===== src/gb18030_supplementary_utf8_convert_core_macros.svh =====
// Assertion macros shared by the converter RTL.
`ifndef GB18030_SUPPLEMENTARY_UTF8_CONVERT_CORE_MACROS_SVH
`define GB18030_SUPPLEMENTARY_UTF8_CONVERT_CORE_MACROS_SVH

// Same-cycle implication, checked outside reset.
`define GBSC_ASSERT_NOW(lbl, ante, cons, msg) \
  lbl: assert property (@(posedge clk_i) disable iff (!rst_ni) (ante) |-> (cons)) \
    else $error(msg);

// Next-cycle implication, checked outside reset.
`define GBSC_ASSERT_NEXT(lbl, ante, cons, msg) \
  lbl: assert property (@(posedge clk_i) disable iff (!rst_ni) (ante) |=> (cons)) \
    else $error(msg);

`endif


===== src/gbsc_pkg.sv =====
// Shared types and constants for the GB18030 supplementary plane converter.
package gbsc_pkg;

  localparam int unsigned CodeW  = 32;
  localparam int unsigned RawW   = 22;  // weighted GB byte sum
  localparam int unsigned CpW    = 21;  // code point or linear index
  localparam int unsigned Q10W   = 18;  // index / 10
  localparam int unsigned Q126W  = 11;  // index / 1260
  localparam int unsigned QaW    = 8;   // index / 12600

  localparam logic [CodeW-1:0] GbLoCode  = 32'h9030_8130;
  localparam logic [CodeW-1:0] GbHiCode  = 32'hE332_9A35;
  localparam logic [CpW-1:0]   SuppFirst = 21'h01_0000;
  localparam logic [CpW-1:0]   SuppLast  = 21'h10_FFFF;
  localparam logic [7:0]       ByteABase = 8'h81;
  localparam logic [7:0]       ByteBBase = 8'h30;

  localparam int unsigned WeightA = 12600;
  localparam int unsigned WeightB = 1260;
  localparam int unsigned WeightC = 10;
  localparam int unsigned DigitB  = 10;
  localparam int unsigned DigitC  = 126;

  localparam int unsigned GbLoRaw = int'(GbLoCode[31:24]) * WeightA
                                  + int'(GbLoCode[23:16]) * WeightB
                                  + int'(GbLoCode[15:8]) * WeightC
                                  + int'(GbLoCode[7:0]);
  localparam int unsigned LinBase = int'(ByteABase) * WeightA + int'(ByteBBase) * WeightB
                                  + int'(ByteABase) * WeightC + int'(ByteBBase);
  // raw GB sum minus CpBias gives the code point
  localparam int unsigned CpBias    = GbLoRaw - int'(SuppFirst);
  // code point plus LinOffset gives the linear GB index
  localparam int unsigned LinOffset = GbLoRaw - LinBase - int'(SuppFirst);

  // ceil(2^k / d) reciprocals, exact over the operand ranges used
  localparam int unsigned Shift10  = 24;
  localparam int unsigned Recip10  = ((2 ** Shift10) + DigitB - 1) / DigitB;
  localparam int unsigned Shift126 = 24;
  localparam int unsigned Recip126 = ((2 ** Shift126) + DigitC - 1) / DigitC;
  localparam int unsigned ShiftA   = 16;
  localparam int unsigned RecipA   = ((2 ** ShiftA) + DigitB - 1) / DigitB;

  typedef enum logic {
    OpGbToUtf8 = 1'b0,
    OpUtf8ToGb = 1'b1
  } gbsc_op_e;

  typedef struct packed {
    logic     vld;
    gbsc_op_e op;
    logic     hit;
  } gbsc_ctl_t;

endpackage


===== src/gbsc_decode.sv =====
// Front stages: byte weighting or UTF-8 decode, then range check and offset.
module gbsc_decode (
  input  logic                       clk_i,
  input  logic                       rst_ni,
  input  logic                       vld_i,
  input  logic                       operation_i,
  input  logic [gbsc_pkg::CodeW-1:0] code_i,
  output gbsc_pkg::gbsc_ctl_t        ctl_o,
  output logic [gbsc_pkg::CpW-1:0]   val_o
);
  import gbsc_pkg::*;

  function automatic logic [CpW-1:0] word_to_cp(input logic [CodeW-1:0] w);
    logic [CpW-1:0] cp;
    cp = '0;
    priority if (w[31:7] == '0) begin
      cp = CpW'(w[6:0]);
    end else if (w[31:16] == '0) begin
      cp = CpW'({w[12:8], w[5:0]});
    end else if (w[31:24] == '0) begin
      cp = CpW'({w[19:16], w[13:8], w[5:0]});
    end else begin
      cp = {w[26:24], w[21:16], w[13:8], w[5:0]};
    end
    return cp;
  endfunction

  gbsc_ctl_t         ctl1_d, ctl1_q, ctl2_d, ctl2_q;
  logic [RawW-1:0]   val1_d, val1_q;
  logic [CpW-1:0]    val2_d, val2_q;
  logic [RawW-1:0]   raw_sum;
  logic              gb_in_range;
  logic [CpW-1:0]    cp1;
  logic [RawW-1:0]   cp0_wide;

  // Stage 1: weighted byte sum for GB input, decoded code point for UTF-8
  always_comb begin
    raw_sum = RawW'(code_i[31:24]) * RawW'(WeightA)
            + RawW'(code_i[23:16]) * RawW'(WeightB)
            + RawW'(code_i[15:8]) * RawW'(WeightC)
            + RawW'(code_i[7:0]);
    gb_in_range = (code_i >= GbLoCode) && (code_i <= GbHiCode);
    ctl1_d.vld  = vld_i;
    ctl1_d.op   = gbsc_op_e'(operation_i);
    ctl1_d.hit  = gb_in_range;
    val1_d      = (ctl1_d.op == OpUtf8ToGb) ? RawW'(word_to_cp(code_i)) : raw_sum;
  end

  // Stage 2: offset to code point or to linear index, settle the mapped flag
  always_comb begin
    cp0_wide = val1_q - RawW'(CpBias);
    cp1      = val1_q[CpW-1:0];
    ctl2_d   = ctl1_q;
    if (ctl1_q.op == OpUtf8ToGb) begin
      ctl2_d.hit = (cp1 >= SuppFirst) && (cp1 <= SuppLast);
      val2_d     = cp1 + CpW'(LinOffset);
    end else begin
      val2_d     = cp0_wide[CpW-1:0];
    end
  end

  always_ff @(posedge clk_i or negedge rst_ni) begin
    if (!rst_ni) begin
      ctl1_q <= '0;
      ctl2_q <= '0;
    end else begin
      ctl1_q <= ctl1_d;
      ctl2_q <= ctl2_d;
    end
  end

  always_ff @(posedge clk_i) begin
    val1_q <= val1_d;
    val2_q <= val2_d;
  end

  assign ctl_o = ctl2_q;
  assign val_o = val2_q;

endmodule


===== src/gbsc_digits.sv =====
// Middle stages: reciprocal division into GB digits, UTF-8 packing alongside.
module gbsc_digits (
  input  logic                       clk_i,
  input  logic                       rst_ni,
  input  gbsc_pkg::gbsc_ctl_t        ctl_i,
  input  logic [gbsc_pkg::CpW-1:0]   val_i,
  output gbsc_pkg::gbsc_ctl_t        ctl_o,
  output logic [gbsc_pkg::CodeW-1:0] utf_o,
  output logic [gbsc_pkg::QaW-1:0]   qa_o,
  output logic [gbsc_pkg::Q126W-1:0] q126_o,
  output logic [6:0]                 c_o,
  output logic [3:0]                 d_o
);
  import gbsc_pkg::*;

  localparam int unsigned P10W  = CpW + Q10W + 3;
  localparam int unsigned P126W = Q10W + Q10W;
  localparam int unsigned PaW   = Q126W + 13;

  function automatic logic [CodeW-1:0] cp_to_word(input logic [CpW-1:0] u);
    logic [CodeW-1:0] w;
    w = '0;
    priority if (u[CpW-1:7] == '0) begin
      w = CodeW'(u[6:0]);
    end else if (u[CpW-1:11] == '0) begin
      w = CodeW'({3'b110, u[10:6], 2'b10, u[5:0]});
    end else if (u[CpW-1:16] == '0) begin
      w = CodeW'({4'b1110, u[15:12], 2'b10, u[11:6], 2'b10, u[5:0]});
    end else begin
      w = {5'b11110, u[20:18], 2'b10, u[17:12], 2'b10, u[11:6], 2'b10, u[5:0]};
    end
    return w;
  endfunction

  gbsc_ctl_t          ctl3_q, ctl4_q, ctl5_q;
  logic [CpW-1:0]     n3_q;
  logic [Q10W-1:0]    q10_3_d, q10_3_q, q10_4_q;
  logic [Q126W-1:0]   q126_4_d, q126_4_q, q126_5_q;
  logic [QaW-1:0]     qa5_d, qa5_q;
  logic [3:0]         d4_d, d4_q, d5_q;
  logic [6:0]         c5_d, c5_q;
  logic [CodeW-1:0]   utf3_q, utf4_q, utf5_q;
  logic [P10W-1:0]    prod10;
  logic [P126W-1:0]   prod126;
  logic [PaW-1:0]     proda;
  logic [CpW-1:0]     n_rem;
  logic [Q10W-1:0]    q10_rem;

  always_comb begin
    // stage 3: index / 10
    prod10  = P10W'(val_i) * P10W'(Recip10);
    q10_3_d = prod10[Shift10 +: Q10W];
    // stage 4: index % 10 and index / 1260
    n_rem    = n3_q - CpW'(q10_3_q) * CpW'(DigitB);
    d4_d     = n_rem[3:0];
    prod126  = P126W'(q10_3_q) * P126W'(Recip126);
    q126_4_d = prod126[Shift126 +: Q126W];
    // stage 5: (index / 10) % 126 and index / 12600
    q10_rem = q10_4_q - Q10W'(q126_4_q) * Q10W'(DigitC);
    c5_d    = q10_rem[6:0];
    proda   = PaW'(q126_4_q) * PaW'(RecipA);
    qa5_d   = proda[ShiftA +: QaW];
  end

  always_ff @(posedge clk_i or negedge rst_ni) begin
    if (!rst_ni) begin
      ctl3_q <= '0;
      ctl4_q <= '0;
      ctl5_q <= '0;
    end else begin
      ctl3_q <= ctl_i;
      ctl4_q <= ctl3_q;
      ctl5_q <= ctl4_q;
    end
  end

  always_ff @(posedge clk_i) begin
    n3_q     <= val_i;
    q10_3_q  <= q10_3_d;
    utf3_q   <= cp_to_word(val_i);
    d4_q     <= d4_d;
    q10_4_q  <= q10_3_q;
    q126_4_q <= q126_4_d;
    utf4_q   <= utf3_q;
    d5_q     <= d4_q;
    c5_q     <= c5_d;
    q126_5_q <= q126_4_q;
    qa5_q    <= qa5_d;
    utf5_q   <= utf4_q;
  end

  assign ctl_o  = ctl5_q;
  assign utf_o  = utf5_q;
  assign qa_o   = qa5_q;
  assign q126_o = q126_5_q;
  assign c_o    = c5_q;
  assign d_o    = d5_q;

endmodule


===== src/gb18030_supplementary_utf8_convert_core.sv =====
// Throughput: one command per cycle; busy_o stays low and results are never held.
// The depth is set by six register stages: decode, offset, three reciprocal
// division steps (/10, /126, /10), and the output register.
// Reset (rst_ni low, asynchronous) clears all stage valid bits; items in flight are dropped.
`include "gb18030_supplementary_utf8_convert_core_macros.svh"

module gb18030_supplementary_utf8_convert_core (
  input  logic                       clk_i,
  input  logic                       rst_ni,
  input  logic                       start_i,
  output logic                       busy_o,
  input  logic                       operation_i,
  input  logic [gbsc_pkg::CodeW-1:0] code_i,
  output logic                       done_o,
  output logic [gbsc_pkg::CodeW-1:0] result_word_o,
  output logic                       mapped_o
);
  import gbsc_pkg::*;

  gbsc_ctl_t         fe_ctl, dg_ctl;
  logic [CpW-1:0]    fe_val;
  logic [CodeW-1:0]  dg_utf;
  logic [QaW-1:0]    dg_qa;
  logic [Q126W-1:0]  dg_q126;
  logic [6:0]        dg_c;
  logic [3:0]        dg_d;
  logic [Q126W-1:0]  q126_rem;
  logic [3:0]        gb_b;
  logic [CodeW-1:0]  gb_word;
  logic              done_d, done_q;
  logic              mapped_d, mapped_q;
  logic [CodeW-1:0]  result_d, result_q;

  assign busy_o = 1'b0;

  gbsc_decode u_decode (
    .clk_i       (clk_i),
    .rst_ni      (rst_ni),
    .vld_i       (start_i & ~busy_o),
    .operation_i (operation_i),
    .code_i      (code_i),
    .ctl_o       (fe_ctl),
    .val_o       (fe_val)
  );

  gbsc_digits u_digits (
    .clk_i  (clk_i),
    .rst_ni (rst_ni),
    .ctl_i  (fe_ctl),
    .val_i  (fe_val),
    .ctl_o  (dg_ctl),
    .utf_o  (dg_utf),
    .qa_o   (dg_qa),
    .q126_o (dg_q126),
    .c_o    (dg_c),
    .d_o    (dg_d)
  );

  // Finish the second digit, pack the GB bytes and pick the direction, or zero an unmapped result
  always_comb begin
    q126_rem = dg_q126 - Q126W'(dg_qa) * Q126W'(DigitB);
    gb_b     = q126_rem[3:0];
    gb_word  = {ByteABase + dg_qa,
                ByteBBase + 8'(gb_b),
                ByteABase + 8'(dg_c),
                ByteBBase + 8'(dg_d)};
    done_d   = dg_ctl.vld;
    mapped_d = dg_ctl.hit;
    if (!dg_ctl.hit) begin
      result_d = '0;
    end else if (dg_ctl.op == OpUtf8ToGb) begin
      result_d = gb_word;
    end else begin
      result_d = dg_utf;
    end
  end

  always_ff @(posedge clk_i or negedge rst_ni) begin
    if (!rst_ni) begin
      done_q <= 1'b0;
    end else begin
      done_q <= done_d;
    end
  end

  always_ff @(posedge clk_i) begin
    mapped_q <= mapped_d;
    result_q <= result_d;
  end

  assign done_o        = done_q;
  assign mapped_o      = mapped_q;
  assign result_word_o = result_q;

  `GBSC_ASSERT_NOW(a_done_after_accept, done_o, $past(start_i && !busy_o, 6), "result strobe without a command taken six cycles before")
  `GBSC_ASSERT_NEXT(a_stage_reaches_out, dg_ctl.vld, done_o, "digit stage item lost before output")
  `GBSC_ASSERT_NOW(a_unmapped_zero, done_o && !mapped_o, result_word_o == '0, "unmapped result is not zero")
  `GBSC_ASSERT_NOW(a_gb_digits_legal, dg_ctl.vld && dg_ctl.hit && (dg_ctl.op == OpUtf8ToGb), (dg_d < 4'd10) && (dg_c < 7'd126) && (gb_b < 4'd10) && (dg_qa <= 8'd98), "GB digit out of range")

endmodule

===== config.mk =====
export PLATFORM = sky130hd
export DESIGN_NAME = gb18030_supplementary_utf8_convert_core
export DESIGN_NICKNAME = d
export VERILOG_FILES = /design/src/gbsc_pkg.sv /design/src/gbsc_decode.sv /design/src/gbsc_digits.sv /design/src/gb18030_supplementary_utf8_convert_core.sv
export VERILOG_INCLUDE_DIRS = /design/src /design/src/src
export SDC_FILE = /design/constraint.sdc
export NUM_CORES = 1
export LEC_CHECK = 0
export BUFFER_PORTS_ARGS = -buffer_cell sky130_fd_sc_hd__buf_2
export CELL_PAD_IN_SITES_DETAIL_PLACEMENT = 0
export CELL_PAD_IN_SITES_GLOBAL_PLACEMENT = 1
export CORE_ASPECT_RATIO = 0.6
export CORE_UTILIZATION = 55
export CTS_BUF_LIST = sky130_fd_sc_hd__clkbuf_8
export DETAILED_ROUTE_END_ITERATION = 8
export MAX_ROUTING_LAYER = met4
export PLACE_DENSITY_LB_ADDON = 0.1
export SYNTH_ARGS = -nofsm -noshare
export SYNTH_HDL_FRONTEND = slang
export SYNTH_SLANG_ARGS = --single-unit

===== constraint.sdc =====
create_clock -name clk_i -period 11.5 [get_ports clk_i]
set_clock_uncertainty 0.15 [all_clocks]
set_input_delay 0 -clock clk_i [delete_from_list [all_inputs] [get_ports clk_i]]
set_output_delay 0 -clock clk_i [all_outputs]
set_load 0.005 [all_outputs]

### Word-level counts from Yosys, hierarchy flattened

Cells that the tools add are included.

* word-level logic and storage cells: 80
* output and inout bits: 35
* register bits after elaboration: 254

* $mul: 9
* mux-type cells: 10
* $add $sub $neg: 12
* magnitude comparators: 4
* reduce and logical (&&, ||, !) cells: 10

Operators by type and width (count)
* $mux 21: 5
* $mux 32: 2
* $mul 21x20->41 const B: 1
* $mul 18x18->35 const B: 1
* $ge 32x32->1 const B: 1
* $le 32x32->1 const B: 1
* $logic_not 25->1: 1
* $mul 11x12->23 const B: 1
* $add 21x12->21: 1
* $add 21x17->21 const B: 1
* $add 21x19->21: 1
* $add 21x8->21: 1
* $ge 21x17->1 const B: 1
* $le 21x21->1 const B: 1
* $sub 21x21->21 const B: 1
* $mul 18x3->3 const B: 1
* $mul 8x11->18 const B: 1
* $mul 8x9->17 const B: 1
* $logic_not 16->1: 1
* $mux 16: 1
* $add 6x4->7 const A: 2
* $logic_not 14->1: 1
* $mul 11x6->6 const B: 1
* $mul 8x3->11 const B: 1
* other kinds (13): 15

### Depth between registers and ports, before layout

Gate-level depths: netlist (run 1).

* depth after elaboration: 5
* gate-level depth with buffers: 27
* mapped depth without buffers: 27

### Cells and area by module

From an unflattened synthesis (run 1), not the netlist that was laid out.

* cells, all modules: 2321
* area, all modules: 23627.7 um^2

By module, submodules not included
* gbsc_digits: instances 1, cells an instance 1402, area an instance 15265.9 um^2
* gbsc_decode: instances 1, cells an instance 771, area an instance 6989.2 um^2
* gb18030_supplementary_utf8_convert_core: instances 1, cells an instance 148, area an instance 1372.6 um^2

### Least setup slack after synthesis (run 1)

No wires, ideal clock.

* path type: reg2reg
* start: register u_decode.val2_q[2], in the netlist u_decode.val_o[2]
* end: register u_digits.q10_3_q[15]
* setup slack: 5.077 ns
* cell stages (with the launch flop): 24
* period minus slack after synthesis: 6.423 ns
* arrival: 6.178 ns
* cell sequence: dfxtp_1 > ha_1 > inv_1 > fa_1 > inv_1 > fa_1 > inv_1 > fa_1 > fa_1 > inv_1 > fa_1 > inv_1 > fa_1 > inv_1 > ha_1 > a21oi_1 > o21ai_0 > a211o_1 > or3_4 > o211a_4 > o31ai_4 > a211oi_1 > or4b_1 > o311ai_1

* word-level cells in the longest chain between the ends: 1

Ends and longest elaborated chain
* from (decl): line gbsc_decode.sv:30 `logic [CpW-1:0] val2_d, val2_q;`
* from (signal assigned): line gbsc_decode.sv:74 `val2_q <= val2_d;`
* $mul 21x20->41: line gbsc_digits.sv:51 `prod10 = P10W'(val_i) * P10W'(Recip10);`
* via u_digits.prod10[39]: line gbsc_digits.sv:43 `logic [P10W-1:0] prod10;`
* to (signal assigned): line gbsc_digits.sv:79 `q10_3_q <= q10_3_d;`
* to (decl): line gbsc_digits.sv:37 `logic [Q10W-1:0] q10_3_d, q10_3_q, q10_4_q;`

The timed path passes the listed nets, and every way through them passes these cells.
A chain may end at the register's enable or synchronous reset.

### Worst setup path after layout (run 1)

* start: register u_decode.val2_q[0], in the netlist u_decode.val_o[0]
* end: register u_digits.q10_3_q[17]

The elaborated chain is that of the path after synthesis.

==> results of run 1 <==
==> what timing repair did <==
action	CTS	global route
hold endpoints to repair	40	0
hold buffers	49	0
buffers inserted	0	0
==> worst max path at each step <==
stage	cells past startpoint	endpoint	start	slack (ns)
after floorplan	23	u_digits.q10_3_q[15]	u_decode.val_o[2]	5.08
after global placement	23	u_digits.q10_3_q[17]	u_decode.val_o[16]	4.58
after detailed placement	22	u_digits.q10_3_q[17]	u_decode.val_o[0]	4.47
after CTS	22	u_digits.q10_3_q[17]	u_decode.val_o[0]	4.41
after global routing	22	u_digits.q10_3_q[17]	u_decode.val_o[0]	3.86
final	22	u_digits.q10_3_q[17]	u_decode.val_o[0]	4.34
==> final cells by class <==
class / count / area (um2)
Multi-Input combinational cell: 1546 / 16630
Fill cell: 3625 / 16250
Sequential cell: 233 / 4745
Inverter: 532 / 1997
Timing Repair Buffer: 120 / 850.8
Tap cell: 570 / 713.2
Clock buffer: 45 / 619.3
Clock inverter: 20 / 138.9
Antenna cell: 1 / 2.502
==> cell usage in the layout (no fill, tap or decap), types with 49 or more instances in the layout <==
master / Yosys / routed
buf_2: 0 / 69
nor2_1: 54 / 54
dlygate4sd3_1: 0 / 49
o21ai_0: 61 / 61
nand2_1: 71 / 71
fa_1: 245 / 245
ha_1: 550 / 550
dfxtp_1: 217 / 217
inv_1: 532 / 540
a21oi_1: 91 / 91
xnor2_1: 83 / 83
==> metrics by stage <==
stage / setup slack (ns) / hold slack [ns] / cells
after floorplan: 5.077 / -0.4456 / 2328
after global placement: 4.577 / -0.1972 / 2952
after global routing: 3.859 / 0.07306 / 3066
after CTS: 4.414 / 0.03498 / 3066
final: 4.336 / 0.09367 / 3067
after detailed placement: 4.467 / -0.1915 / 2952
==> cell families after synthesis <==
logic type,count (synthesis),synth area share (%)
adders and majority gates,795,50.29
buffers and inverters,549,8.808
AOI/OAI and AO/OA,323,9.096
and+or+nand+nor,284,6.107
DFF,233,20.24
xor gates and xnor gates,128,4.783
muxes,15,0.6619
other,1,0.01600
==> flip-flops by register name, indices dropped and copies added (netlist names), 7 cells and up <==
signal and cells:
result_word_o 32, u_digits.utf4_q 26, u_digits.utf_o 26, u_digits.utf3_q 24, u_decode.val1_q 21, u_decode.val_o 21, u_digits.q10_3_q 18, u_digits.q126_4_q 11
u_digits.qa_o 8, u_digits.c_o 7, u_digits.q10_4_q 7
==> critical path, cell delays in order (launching register included) <==
cell and delay [ns]:
dfxtp_1 0.52, ha_1 0.30, inv_1 0.11, fa_1 0.55
inv_1 0.06, fa_1 0.53, inv_1 0.06, fa_1 0.51
fa_1 0.54, inv_1 0.05, fa_1 0.55, inv_1 0.06
fa_1 0.52, inv_1 0.05, ha_1 0.41, nor3_1 0.09
o31ai_1 0.33, a41o_1 0.26, o21ai_0 0.21, o31a_1 0.44
o21ai_0 0.32, nand2_1 0.09, o311ai_0 0.34
==> per-layer routing <==
metal / wire, um / GRT usage, %
met1: 33520 / 50.39
met2: 21790 / 37.71
met3: 7113 / 10.92
met4: 499 / 3.151
met5: 0 / -
==> run_results.csv, run 1 <==
group,metric,value,unit
drt,route.vias.total,16490,
place,placed_cell_area,24440,um2
timing,fmax,0.1396,GHz
logic_synthesis,yosys.cell_count.top_type,"ha_1",
clocking,numClockSinks,233,
worst_setup_path,r2r_end,"u_digits.q10_3_q[17]",
finish,area.growth.synth_to_final,9.630,%
finish,final_core_util,61.26,%
worst_setup_path,cp_max_fo,7,
timing,worst_slew_pin_slew,0.9008,ns
min_path,hold_path_end,"u_decode.ctl1_q[2]",
worst_setup_path,ff2ff_setup_slack,4.34,ns
drt,drtPass1Iterations,5,
timing,finalSetupTns,0,ns
finish,post_route_cells_drive_above_1_share,5.970,%
drt,drc_errors,0,
die,dieWidth,268.5,um
timing,maxSlewHeadroom,39.44,%
global_route,grt_max_degree,31,
die,dieHeight,161.9,um
logic_synthesis,synth_ff_type,"dfxtp_1",
global_route,grt_antenna_before_repair,0,
logic_synthesis,synth_cell_types,76,
worst_setup_path,worstPathArrival,7.47,ns
die,coreArea,41950,um2
timing,hold_viol_final,0,
die,fp-row-count,58,
finish,fin_area,25700,um2
global_route,grt_pass1_wl,99500,um
logic_synthesis,synth_top_area_cell,"ha_1",
die,initial_utilization,55.88,%
drt,wl_per_cell,20.52,um
die,die-area,43470,um2
timing,setup_viol,0,
logic_synthesis,syn-num-nets,3159,
worst_setup_path,reg2reg_from,"u_decode.val_o[0]",
logic_synthesis,ys_top_cells_by_area,"ha_1 (29%), fa_1 (21%), dfxtp_1 (19%)",
logic_synthesis,synth_top_area_share,29.36,%
worst_setup_path,cp-start-kind,"flop",
clocking,cts_tree,"done",
place,gp_congestion,0.9808,
clocking,cts.clk_slew.worst_paths,0.07,ns
min_path,holdPathStages,2,
logic_synthesis,synthArstFlopShare,6.867,%
logic_synthesis,synth_edf_count,0,
logic_synthesis,ys_ff_latch,233,
global_route,grt.total_usage,31.54,%
drt,drtIter0Drc,1141,
min_path,hold_path_class,"in2reg",
worst_setup_path,required,11.81,ns
clocking,cts_buffers,37,
timing,fin_crit_sh,62.30,%
clocking,h-tree-depth,2,
clocking,clk_latency,0.57,ns
logic_synthesis,synth_commonest_cells,"ha_1 (550), inv_1 (532), fa_1 (245)",
drt,wl,62920,um
timing,period_minus_slack,7.164,ns
finish,nets,3301,
status,status,"finished, final reports clean",
logic_synthesis,postSynthAreaPerCell,10.07,um2
worst_setup_path,path_class,"reg2reg",
die,num_io_pins,71,
clocking,cts_resized,0,
clocking,cts_buffer_depth,3,
worst_setup_path,r2r_cells,22,
min_path,min-delay-start,"start_i",
logic_synthesis,syn_inst,2328,
logic_synthesis,yosys_warnings,0,
place,numPortBuffers,69,
timing,rsz0062_at_grt,"false",
logic_synthesis,syn_area,23440,um2
flow_run,max_cap_violations,0,
drt,ant_nets,0,
worst_setup_path,end_kind,"flop",
drt,viasPerCell,5.378,
logic_synthesis,ys_seq_area_share,20.24,%
global_route,grt_pass1_vias,17200,
place,post-dp-hpwl,54530,um
timing,finalMaxSlewViolations,0,
global_route,grt.overflow.total,0,
clocking,cts_root_buffer,"clkbuf_8",
Power of run 1 is not shown: default switching activity piles up to over one toggle a cycle in this logic, so the estimate is an artifact.
==> inputs of run 2 (changes only) <==
--- a/config.mk
+++ b/config.mk
@@ -10,7 +10,7 @@
 export CELL_PAD_IN_SITES_DETAIL_PLACEMENT = 0
 export CELL_PAD_IN_SITES_GLOBAL_PLACEMENT = 1
 export CORE_ASPECT_RATIO = 0.6
-export CORE_UTILIZATION = 55
+export CORE_UTILIZATION = 47
 export CTS_BUF_LIST = sky130_fd_sc_hd__clkbuf_8
 export DETAILED_ROUTE_END_ITERATION = 8
 export MAX_ROUTING_LAYER = met4
==> constraint.sdc (replaced) <==
create_clock -name clk_i -period 6.59 [get_ports clk_i]
set_clock_uncertainty 0.15 [all_clocks]
set_input_delay 0 -clock clk_i [delete_from_list [all_inputs] [get_ports clk_i]]
set_output_delay 0 -clock clk_i [all_outputs]
set_load 0.005 [all_outputs]
==> run 2 against run 1 <==
Net effect: die area is 17% higher; sequential share of layout area shrank 0.88 points; critical path depth grew 1; worst setup slack worse by 4.2 ns; first-iteration DRC count is 18% lower; wire length shrank 0.40%; maximum frequency increased by 11%; global-route usage fell by 4.8 points; flip-flop and latch count stayed put.
==> run_results.csv, run 2 (same netlist as run 1, synthesis figures left out) <==
group,metric,value,unit
status,status,"finished, final reports clean",
clocking,cts_buffers,37,
die,dieHeight,175.0,um
drt,wl,62670,um
timing,fmax,0.1545,GHz
worst_setup_path,crit_buf_inv,6,
timing,setup_viol,0,
timing,finalMaxSlewViolations,0,
clocking,cts_tree,"done",
finish,fillerInstances,4311,
worst_setup_path,ff2ff_setup_slack,0.12,ns
global_route,grt.overflow.total,0,
clocking,cts.clk_slew.worst_paths,0.07,ns
place,numPortBuffers,69,
drt,route.vias.total,16620,
finish,largest_register_ffs,32,
worst_setup_path,cp_max_fo,3,
flow_run,max_cap_violations,0,
die,dieWidth,290.3,um
place,placed_cell_area,25400,um2
worst_setup_path,worstPathArrival,6.77,ns
worst_setup_path,required,6.89,ns
die,initial_utilization,48.34,%
worst_setup_path,r2r_cells,23,
timing,hold_viol_final,0,
global_route,grt_antenna_before_repair,1,
finish,n_antenna_cell,0,
die,coreArea,48480,um2
timing,fin_crit_sh,98.25,%
worst_setup_path,cp_top_family,"adder cells",
worst_setup_path,reg2reg_from,"u_decode.val_o[1]",
drt,ant_nets,0,
worst_setup_path,slowest_delay,0.57,ns
min_path,min-delay-start,"u_digits.utf4_q[10]",
min_path,hold_path_end,"u_digits.utf_o[10]",
drt,drtPass1Iterations,4,
worst_setup_path,path_class,"reg2reg",
drt,drtIter0Drc,937,
timing,rsz0062_at_grt,"true",
die,die-area,50800,um2
global_route,grt_max_degree,32,
finish,final_common_cell,"inv_1",
global_route,grt_pass1_wl,99710,um
worst_setup_path,crit_path_cell_trace,"ha_4 -> inv_1 -> fa_1 -> inv_2 -> fa_1 -> inv_1 -> fa_1 -> fa_1 -> inv_2 -> fa_1 -> inv_1 -> fa_1 -> inv_1 -> ha_2 -> a21oi_2 -> o21ai_2 -> a211o_1 -> or3_4 -> o211a_4 -> o31ai_4 -> a211oi_2 -> or4b_1 -> o311ai_1",
global_route,grt_pass1_vias,17530,
worst_setup_path,cp-start-kind,"flop",
drt,wl_per_cell,19.23,um
die,fp-row-count,62,
finish,nets,3425,
min_path,hold_path_class,"reg2reg",
finish,final_cell_mix,"inv_1 (523), ha_1 (520), fa_1 (241), dfxtp_1 (201), buf_4 (123)",
drt,routed-wl-met3,4910,um
global_route,grt.total_usage,26.70,%
die,num_io_pins,71,
finish,area.growth.synth_to_final,15.76,%
timing,worst_slew_pin_slew,0.7312,ns
drt,dr_wl_met2,23170,um
drt,drc_errors,0,
finish,post_route_cells_drive_above_1_share,13.44,%
place,post-dp-hpwl,54530,um
clocking,cts_buffer_depth,3,
clocking,clk_latency,0.57,ns
worst_setup_path,crit_top_cell,"fa_1",
worst_setup_path,end_kind,"flop",
finish,fin_area,27130,um2
drt,highest-signal-layer,"met4",
timing,maxSlewHeadroom,51.25,%
worst_setup_path,critical_path.slowest_cell,"fa_1",
worst_setup_path,r2r_end,"u_digits.q10_3_q[15]",
clocking,h-tree-depth,2,
clocking,numClockSinks,233,
place,gp_congestion,0.9255,
drt,viasPerCell,5.098,
drt,wl_met1,33920,um
min_path,holdPathStages,0,
timing,period_minus_slack,6.475,ns
clocking,cts_root_buffer,"clkbuf_8",
run 2: final cells by class:
cell class	count	area, um2	share of cell area, %
multi-input cells	1546	17020	62.73
flip-flops and latches	233	4772	17.59
inverters	532	2001	7.373
repair buffers	244	1797	6.622
well taps	640	800.8	2.951
clock buffers	42	578.1	2.130
clock inverters	22	163.9	0.6041
run 2: worst max path at each step:
| stage | endpoint | from | slack (ns) | cells past startpoint |
|---|---|---|---|---|
| 2_1_floorplan | u_digits.q10_3_q[15] | u_decode.val_o[2] | 0.17 | 23 |
| 3_3_place_gp | u_digits.q10_3_q[15] | u_decode.val_o[1] | -0.12 | 23 |
| 3_5_place_dp | u_digits.q10_3_q[15] | u_decode.val_o[11] | -0.17 | 21 |
| 4_1_cts | u_digits.q10_3_q[15] | u_decode.val_o[17] | 0.003 | 24 |
| 5_1_grt | u_digits.q10_3_q[15] | u_decode.val_o[13] | -0.08 | 24 |
| 6_report | u_digits.q10_3_q[15] | u_decode.val_o[1] | 0.12 | 23 |
run 2: metal layers:
layer	track usage (%)	up-vias
met5	-	-
met4	3.613	0
met3	7.314	51
met2	34.94	359
met1	40.85	8059
li1	-	8147
run 2: through the flow:
stage          util (%)  setup TNS, ns  cells  setup WS (ns)  hold WS [ns]
2_1_floorplan         -              0   2328         0.1665       -0.4456
3_3_place_gp      52.38        -0.1300   3137        -0.1221       -0.2150
3_5_place_dp      52.38        -0.2598   3137        -0.1695       -0.2067
4_1_cts           55.76              0   3255       0.003108        0.1746
5_1_grt           55.96       -0.09594   3259       -0.07834        0.1774
6_report          55.96              0   3259         0.1154        0.1678
run 2: what timing repair did:
item	in CTS	in global routing
setup endpoints to repair	4	5
cloned	0	0
hold buffers	48	0
pin swaps	47	18
endpoints found under the hold margin	40	0
buffers inserted	6	4
resized for setup	83	13
Power of run 2 is left out for the same reason.
==> inputs of run 3 (changes only) <==
--- a/config.mk
+++ b/config.mk
@@ -10,11 +10,12 @@
 export CELL_PAD_IN_SITES_DETAIL_PLACEMENT = 0
 export CELL_PAD_IN_SITES_GLOBAL_PLACEMENT = 1
 export CORE_ASPECT_RATIO = 0.6
-export CORE_UTILIZATION = 47
+export CORE_UTILIZATION = 48
 export CTS_BUF_LIST = sky130_fd_sc_hd__clkbuf_8
 export DETAILED_ROUTE_END_ITERATION = 8
 export MAX_ROUTING_LAYER = met4
 export PLACE_DENSITY_LB_ADDON = 0.1
 export SYNTH_ARGS = -nofsm -noshare
 export SYNTH_HDL_FRONTEND = slang
+export SYNTH_HIERARCHICAL = 1
 export SYNTH_SLANG_ARGS = --single-unit
==> run 3 against run 2 <==
Net effect: worst setup slack gained 0.087 ns; hold slack lost 0.066 ns; final cell count shrank 3.3%; critical endpoint is now u_digits/q10_3_q[17]; largest cell class unchanged; highest routed layer unchanged.
==> run_results.csv, run 3 <==
group,metric,value,unit
status,status,"finished, final reports clean",
flow_run,max_cap_violations,0,
timing,fmax,0.1565,GHz
timing,period_minus_slack,6.388,ns
worst_setup_path,end_kind,"flop",
die,coreArea,48020,um2
place,dp.cells,3047,
finish,largest_register_ffs,32,
die,dieWidth,287.6,um
worst_setup_path,path_class,"reg2reg",
finish,area.growth.synth_to_final,11.37,%
finish,final_core_util,54.48,%
drt,wl,64780,um
clocking,cts_buffer_depth,3,
global_route,grt_max_degree,44,
place,numPortBuffers,69,
worst_setup_path,cp-start-kind,"flop",
global_route,grt_pass1_vias,16710,
place,post-dp-hpwl,56570,um
min_path,hold_path_class,"in2reg",
worst_setup_path,cp_top_family,"adder cells",
die,fp-row-count,62,
finish,final_common_cell,"ha_1",
drt,drtPass1Iterations,5,
timing,fin_crit_sh,96.93,%
timing,whs,0.1018,ns
finish,fillerInstances,4346,
logic_synthesis,syn_inst,2314,
drt,drtIter0Drc,1233,
drt,viasPerCell,5.243,
worst_setup_path,critical_path.slowest_cell,"fa_1",
finish,nets,3315,
worst_setup_path,required,6.90,ns
finish,final_cell_mix,"ha_1 (545), inv_1 (489), fa_1 (242), dfxtp_1 (209), nor2_1 (99)",
clocking,cts_root_buffer,"clkbuf_8",
finish,post_route_cells_drive_above_1_share,9.590,%
clocking,cts_buffers,35,
place,pre_cts_ws,0.006519,ns
timing,hold_viol_final,0,
die,num_io_pins,71,
timing,maxSlewHeadroom,32.03,%
worst_setup_path,crit_path_cell_trace,"inv_1 -> ha_1 -> fa_1 -> ha_1 -> inv_1 -> fa_1 -> inv_1 -> fa_1 -> fa_1 -> inv_1 -> fa_1 -> inv_1 -> ha_1 -> nand2_1 -> nor3_4 -> nand2_1 -> o22ai_4 -> o21bai_2 -> a21o_4 -> o31ai_4 -> and4_1 -> nor3_2",
finish,finalNonFillerCells,3153,
clocking,cts.clk_slew.worst_paths,0.07,ns
finish,seq_area,4755,um2
finish,multi_input_area,16860,um2
timing,fin_ws,0.2022,ns
global_route,grt.total_usage,27.91,%
drt,route.vias.total,16530,
logic_synthesis,syn-num-nets,3142,
global_route,grt_pass1_wl,101200,um
worst_setup_path,slowest_delay,0.54,ns
global_route,grt.overflow.total,0,
timing,worst_slew_pin_slew,1.016,ns
die,initial_utilization,48.91,%
finish,n_antenna_cell,0,
clocking,h-tree-depth,2,
clocking,cts_tree,"done",
worst_setup_path,crit_buf_inv,5,
die,die-area,49850,um2
place,gp_congestion,0.9885,
die,dieHeight,173.3,um
drt,ant_nets,0,
drt,wl_per_cell,20.55,um
worst_setup_path,cp_max_fo,5,
timing,finalMaxSlewViolations,0,
clocking,numClockSinks,233,
global_route,grt_antenna_before_repair,1,
drt,drc_errors,0,
clocking,clk_latency,0.56,ns
worst_setup_path,worstPathArrival,6.70,ns
logic_synthesis,postSynthAreaPerCell,10.15,um2
logic_synthesis,syn_area,23490,um2
logic_synthesis,yosys_warnings,6,
timing,setup_viol,0,
clocking,postCtsSetupBuffers,0,
-- run 3: path summary, 6_finish.rpt --
kind                            slack [ns]                    to                 from  cells after the start
worst max-delay path                  0.20  u_digits/q10_3_q[17]   u_decode/val_o[14]                     22
worst min-delay path                  0.10   u_decode/val1_q[19]            code_i[7]                      6
worst max register to register        0.20  u_digits/q10_3_q[17]   u_decode/val_o[14]                     22
worst min register to register        0.17   u_digits/utf4_q[10]  u_digits/utf3_q[10]                      0
max in group asynchronous             5.00    u_digits/ctl3_q[2]               rst_ni                      3
min in group asynchronous             0.65    u_decode/ctl1_q[0]               rst_ni                      3
-- run 3: area by class of cell --
type	instances	area share (%)
multi-input combinational	1571	64.46
sequential	233	18.18
inverter	483	6.931
timing repair buffer	163	4.429
tap	640	3.061
clock buffer	39	2.052
clock inverter	24	0.8897
-- run 3: what timing repair did --
action                                  CTS  global route
endpoints found under the setup margin    1            10
hold buffers                             43             0
pin swaps                                 0             2
hold endpoints to repair                 40             0
resized for setup                         1            30
-- run 3: through the flow --
stage / cell area (um2) / TNS, ns
global placement: 24880 / -0.05552
detailed placement: 24880 / 0
global route: 26160 / -0.005669
CTS: 26080 / 0
floorplan: 23490 / 0
finish: 26160 / 0
-- run 3: worst reg2reg max path, stage by stage (launching register included) --
cell and delay [ns]:
dfxtp_1 0.47, inv_1 0.22, ha_1 0.41, fa_1 0.53, ha_1 0.31, inv_1 0.05, fa_1 0.49, inv_1 0.04
fa_1 0.46, fa_1 0.55, inv_1 0.05, fa_1 0.50, inv_1 0.04, ha_1 0.28, nand2_1 0.10, nor3_4 0.27
nand2_1 0.13, o22ai_4 0.23, o21bai_2 0.14, a21o_4 0.25, o31ai_4 0.33, and4_1 0.25, nor3_2 0.04
-- run 3: metal layers --
metal,global-route usage (%),wire (um),vias up
li1,-,-,8006
met1,47.91,36930,7994
met2,30.46,20710,497
met3,8.303,6817,34
met4,2.504,322,0
met5,-,0,-
Power of run 3 is left out for the same reason.
